`src/rtl/fhc_pkg.sv`:
```
// Shared constants and result codes for the format header and CRC checker.
package fhc_pkg;

  localparam logic [31:0] CrcPoly   = 32'hEDB8_8320;
  localparam logic [31:0] CrcInit   = 32'hFFFF_FFFF;
  localparam logic [31:0] MagicWord = 32'h004B_5259;

  localparam int unsigned CfgIdxW = 2;
  localparam int unsigned CfgDataW = 8;

  localparam logic [CfgIdxW-1:0] RegCrcEnable   = 2'd0;
  localparam logic [CfgIdxW-1:0] RegStrictVer   = 2'd1;
  localparam logic [CfgIdxW-1:0] RegExpMajor    = 2'd2;
  localparam logic [CfgIdxW-1:0] RegExpMinor    = 2'd3;

  localparam int unsigned CountW = 4;
  localparam logic [CountW-1:0] CountSat = 4'd8;

  typedef enum logic [2:0] {
    StatusOk        = 3'd0,
    StatusTruncated = 3'd1,
    StatusBadMagic  = 3'd2,
    StatusBadVer    = 3'd3,
    StatusCrcFail   = 3'd4
  } status_e;

  typedef enum logic [1:0] {
    SevOk      = 2'd0,
    SevWarning = 2'd1,
    SevError   = 2'd2,
    SevFatal   = 2'd3
  } severity_e;

endpackage

```
`src/rtl/fhc_crc_byte.sv`:
```
// One byte of a reflected CRC-32 update.
module fhc_crc_byte
  import fhc_pkg::*;
(
  input  logic [31:0] crc_i,
  input  logic [7:0]  byte_i,
  output logic [31:0] crc_o
);

  always_comb begin
    logic [31:0] c;
    c = crc_i ^ {24'd0, byte_i};
    for (int k = 0; k < 8; k++) begin
      if (c[0]) begin
        c = (c >> 1) ^ CrcPoly;
      end else begin
        c = c >> 1;
      end
    end
    crc_o = c;
  end

endmodule

```
`config.mk`:
```
export PLATFORM = sky130hd
export DESIGN_NAME = fhc_crc_byte
export DESIGN_NICKNAME = d
export VERILOG_FILES = /design/src/rtl/fhc_pkg.sv /design/src/rtl/fhc_crc_byte.sv
export SDC_FILE = /design/constraint.sdc
export NUM_CORES = 1
export LEC_CHECK = 0
export BUFFER_PORTS_ARGS = -buffer_cell sky130_fd_sc_hd__buf_2
export CORE_MARGIN = 2
export CORE_UTILIZATION = 46
export DETAILED_ROUTE_END_ITERATION = 10
export PLACE_DENSITY = 0.89
export RECOVER_POWER = 50
export SETUP_SLACK_MARGIN = 0.3
export SLEW_MARGIN = 20
export SYNTH_ARGS = -nofsm -noshare
export SYNTH_HDL_FRONTEND = slang
export SYNTH_SLANG_ARGS = --single-unit
```
`constraint.sdc`:
```
create_clock -name vclk -period 3.01
set_clock_uncertainty 0.2 [all_clocks]
set_input_delay 0.1505 -clock vclk [all_inputs]
set_output_delay 0.1505 -clock vclk [all_outputs]
set_load 0.02 [all_outputs]
```
==> After elaboration in Yosys (flattened, before gate mapping) <==
Cells that the tools add are included.
{ "word_totals": {"wordCells": 17, "register_bits": 0, "ramBits": 0, "n_memories": 0, "latch_bits": 0, "inputBits": 40, "rom_bits": 0} }
{ "classes": {"muxes": 8, "n_mul": 0, "eq_ne": 0, "n_lt_le_gt_ge": 0, "bitwise_logic": 9, "shift": 0, "div_mod_pow": 0, "add_sub_neg": 0, "n_reduce_logical": 0} }
{ "op_table": {"columns": ["cell", "count"], "rows": [
  ["$mux W32", 8],
  ["$not A13 Y14", 8],
  ["$xor A32 B8 Y32", 1]
]} }

==> Depth between registers and ports, before layout <==
{ "depth": {"depth_word": 17, "ltp_mapped": 4} }

==> Worst setup path after synthesis <==
OpenSTA, ideal clock, no wires.
{ "synth_path": {"path_kind": "input to output", "from": "input port byte_i[3]", "to": "output port crc_o[17]", "t_arrival_ns": 1.418, "t_required_ns": 2.659, "n_path_buf": 0, "stages": 3, "slack_ns": 1.242, "cell_sequence": "xnor2_4 xnor3_2 xor3_1"} }
{ "synth_via": {"elab_chain_cells": 11} }
{ "synth_lines": {"columns": ["item", "line_no", "source"], "rows": [
  ["start, declared", "fhc_crc_byte.sv:6", "input logic [7:0] byte_i,"],
  ["$xor A32 B8 Y32 (*)", "fhc_crc_byte.sv:12", "c = crc_i ^ {24'd0, byte_i};"],
  ["$mux W32 (*) (4 in series)", "fhc_crc_byte.sv:14", "if (c[0]) begin"],
  ["$not A13 Y14 (no line)", null, null],
  ["$mux W32 (*)", "fhc_crc_byte.sv:14", null],
  ["$not A13 Y14 (no line)", null, null],
  ["$mux W32 (*) (3 in series)", "fhc_crc_byte.sv:14", null],
  ["end, declared", "fhc_crc_byte.sv:7", "output logic [31:0] crc_o"]
]} }
Mark *: on every way between the ends. The rest lies on a longest branch, timed or not.

==> Worst setup path after layout <==
{ "layout_path": {"from": "input port byte_i[2]", "to": "output port crc_o[19]"} }
{ "layout_via": {"elab_chain_cells": 13} }
{ "layout_lines": {"columns": ["item", "line_no"], "rows": [
  ["$xor A32 B8 Y32 (*)", "fhc_crc_byte.sv:12"],
  ["$mux W32 (*) (3 in series)", "fhc_crc_byte.sv:14"],
  ["$not A13 Y14 (no line)", null],
  ["$mux W32 (*) (2 in series)", "fhc_crc_byte.sv:14"],
  ["$not A13 Y14 (no line)", null],
  ["$mux W32 (*)", "fhc_crc_byte.sv:14"],
  ["$not A13 Y14 (no line)", null],
  ["$mux W32 (*)", "fhc_crc_byte.sv:14"],
  ["$not A13 Y14 (no line)", null],
  ["$mux W32 (*)", "fhc_crc_byte.sv:14"]
]} }
Marks and branches as above.

==> impl_metrics.csv <==
group,metric,value,unit
status,status,"finished clean",
layout,final_cell_mix,"buf_2 (64), xnor2_1 (33), xnor3_1 (11)",
sta,slew_headroom,39.2,%
drt,drcViolationCount,0,
layout,num-fill-cells,184,
drt,drt_wl_total,2000,um
logic_synthesis,synth_warnings,0,
sta,worst_pin_slew,0.905,ns
worst_hold_path,hold_path_class,"input pin to output port",
floorplanning,num_rows,16,
drt,dr.pass1.iters,3,
logic_synthesis,synthTopCellsByArea,"xnor3_1 (26%), xnor2_1 (24%), xor3_1 (15%)",
setup_path,cp_max_fo,7,
floorplanning,die_w,49.6,um
layout,seq_cell_count,0,
place,dp.cells,163,
sta,period_minus_slack,2.39,ns
sta,rsz0062_at_grt,"no",
logic_synthesis,syn_area_per_cell,14.9,um^2
floorplanning,die-height,49.6,um
global_route,grt_use_total,16.1,%
logic_synthesis,ys_types,9,
floorplanning,initial_utilization,48.7,%
pwr,leakage,0.685,nW
layout,final_common_cell,"buf_2",
clock_network,hold_buffers,0,
drt,dr_total_vias,734,
layout,final_cells,163,
layout,clockBufferCount,0,
global_route,grt_max_degree,8,
place,hpwl,1780,um
layout,nets,178,
drt,ant_nets,0,
pwr,vdd_drop_max,0.363,mV
setup_path,crit_chain,"buf_2 > xnor2_1 > xnor2_1 > xnor3_1 > buf_2",
drt,viasPerCell,4.50,
drt,wl_per_cell,12.3,um
setup_path,worstPathRequired,2.66,ns
sta,setup_viol,0,
layout,drive_gt1_share,52.9,%
layout,area_growth,32.4,%
global_route,overflow,0,
setup_path,critPathKind,"input pin to output port",
setup_path,cp_slowest_cell,"xnor2_1",
layout,antenna_cells,0,
floorplanning,die-area,0.00246,mm^2
floorplanning,pin_count,72,
drt,first_iter_violations,1,
logic_synthesis,syn_nets,104,
logic_synthesis,synth.top_cell.area_share,26.0,%
clock_network,cts_setup_buffers,0,
sta,fin_crit_sh,79.5,%
logic_synthesis,synth-seq-area-share,0,%
sta,finalSetupTns,0,ns
setup_path,cp-end-kind,"output port",
logic_synthesis,syn-instance-count,64,
setup_path,arrival,2.04,ns
job,maxCapViolations,0,
sta,final_hold_viol_count,0,
global_route,grt_pass1_vias,734,
sta,fmax,418,MHz
sta,timing.hold.ws,0.391,ns
place,place.gp.congestion,0.673,
sta,drv_slew,0,
logic_synthesis,yosys.area.top_type,"xnor3_1",
layout,multi_input_area,876,um^2
global_route,antenna_found_initial,0,
setup_path,critPathLaunchType,"input pin",
logic_synthesis,synth_area,955,um^2
floorplanning,core_area,0.00196,mm^2
global_route,grt_first_pass_wirelength,3180,um
layout,ff_latch_area,0,um^2
setup_path,critPathMaxStageDelay,0.63,ns
pwr,p_per_area,645,mW/mm^2
clock_network,cts_resized,0,
place,io_buffers,72,
power by group:
group	switching, mW	internal [mW]	total [mW]
Sequential	0	0	0
Clock	0	0	0
Combinational	0.448	0.367	0.815
Total	0.448	0.367	0.815
area by class of cell:
class / instances / share of cell area [%]
inverters: 1 / 0.297
repair buffers: 72 / 27.7
multi-input cells: 63 / 69.3
well taps: 27 / 2.67
cells by family after synthesis:
group | share of synthesized area [%]
xor gates and xnor gates | 99.6
buffers and inverters | 0.393
worst max-delay path: cells and delay by family:
family / cells / cell delay (ns)
xor gates and xnor gates: 3 / 1.61
buffers and inverters: 2 / 0.28
final timing paths:
path	startpoint	to	slack (ns)	depth (start not counted)
max	byte_i[2]	crc_o[19]	0.62	5
min	crc_i[15]	crc_o[7]	0.39	3
per-layer routing:
layer  track usage (%)  vias up  part of all wire [%]
met2              31.8       51                    50
li1                  -      355                     -
met5                 0        -                     0
met3              3.33        2                    13
met1              17.6      326                    36
met4              2.31        0                   1.4
per-stage QoR:
stage          power, mW  utilization, %  area, um^2  worst slack [ns]
6_report           0.815            64.4        1260             0.618
4_1_cts            0.851            68.8        1350             0.990
3_3_place_gp       0.829            68.8        1350              1.03
3_5_place_dp       0.850            68.8        1350             0.989
2_1_floorplan      0.617               -         955              1.24
5_1_grt            0.865            64.4        1260             0.541
synthesized netlist by cell type:
library cell,count
xor3_1,6
xor2_1,6
xnor3_2,1
xnor2_4,4
xnor3_1,11
xnor2_2,8
inv_2,1
xnor2_1,26
xor2_2,1
(Power assumes the default switching activity.)
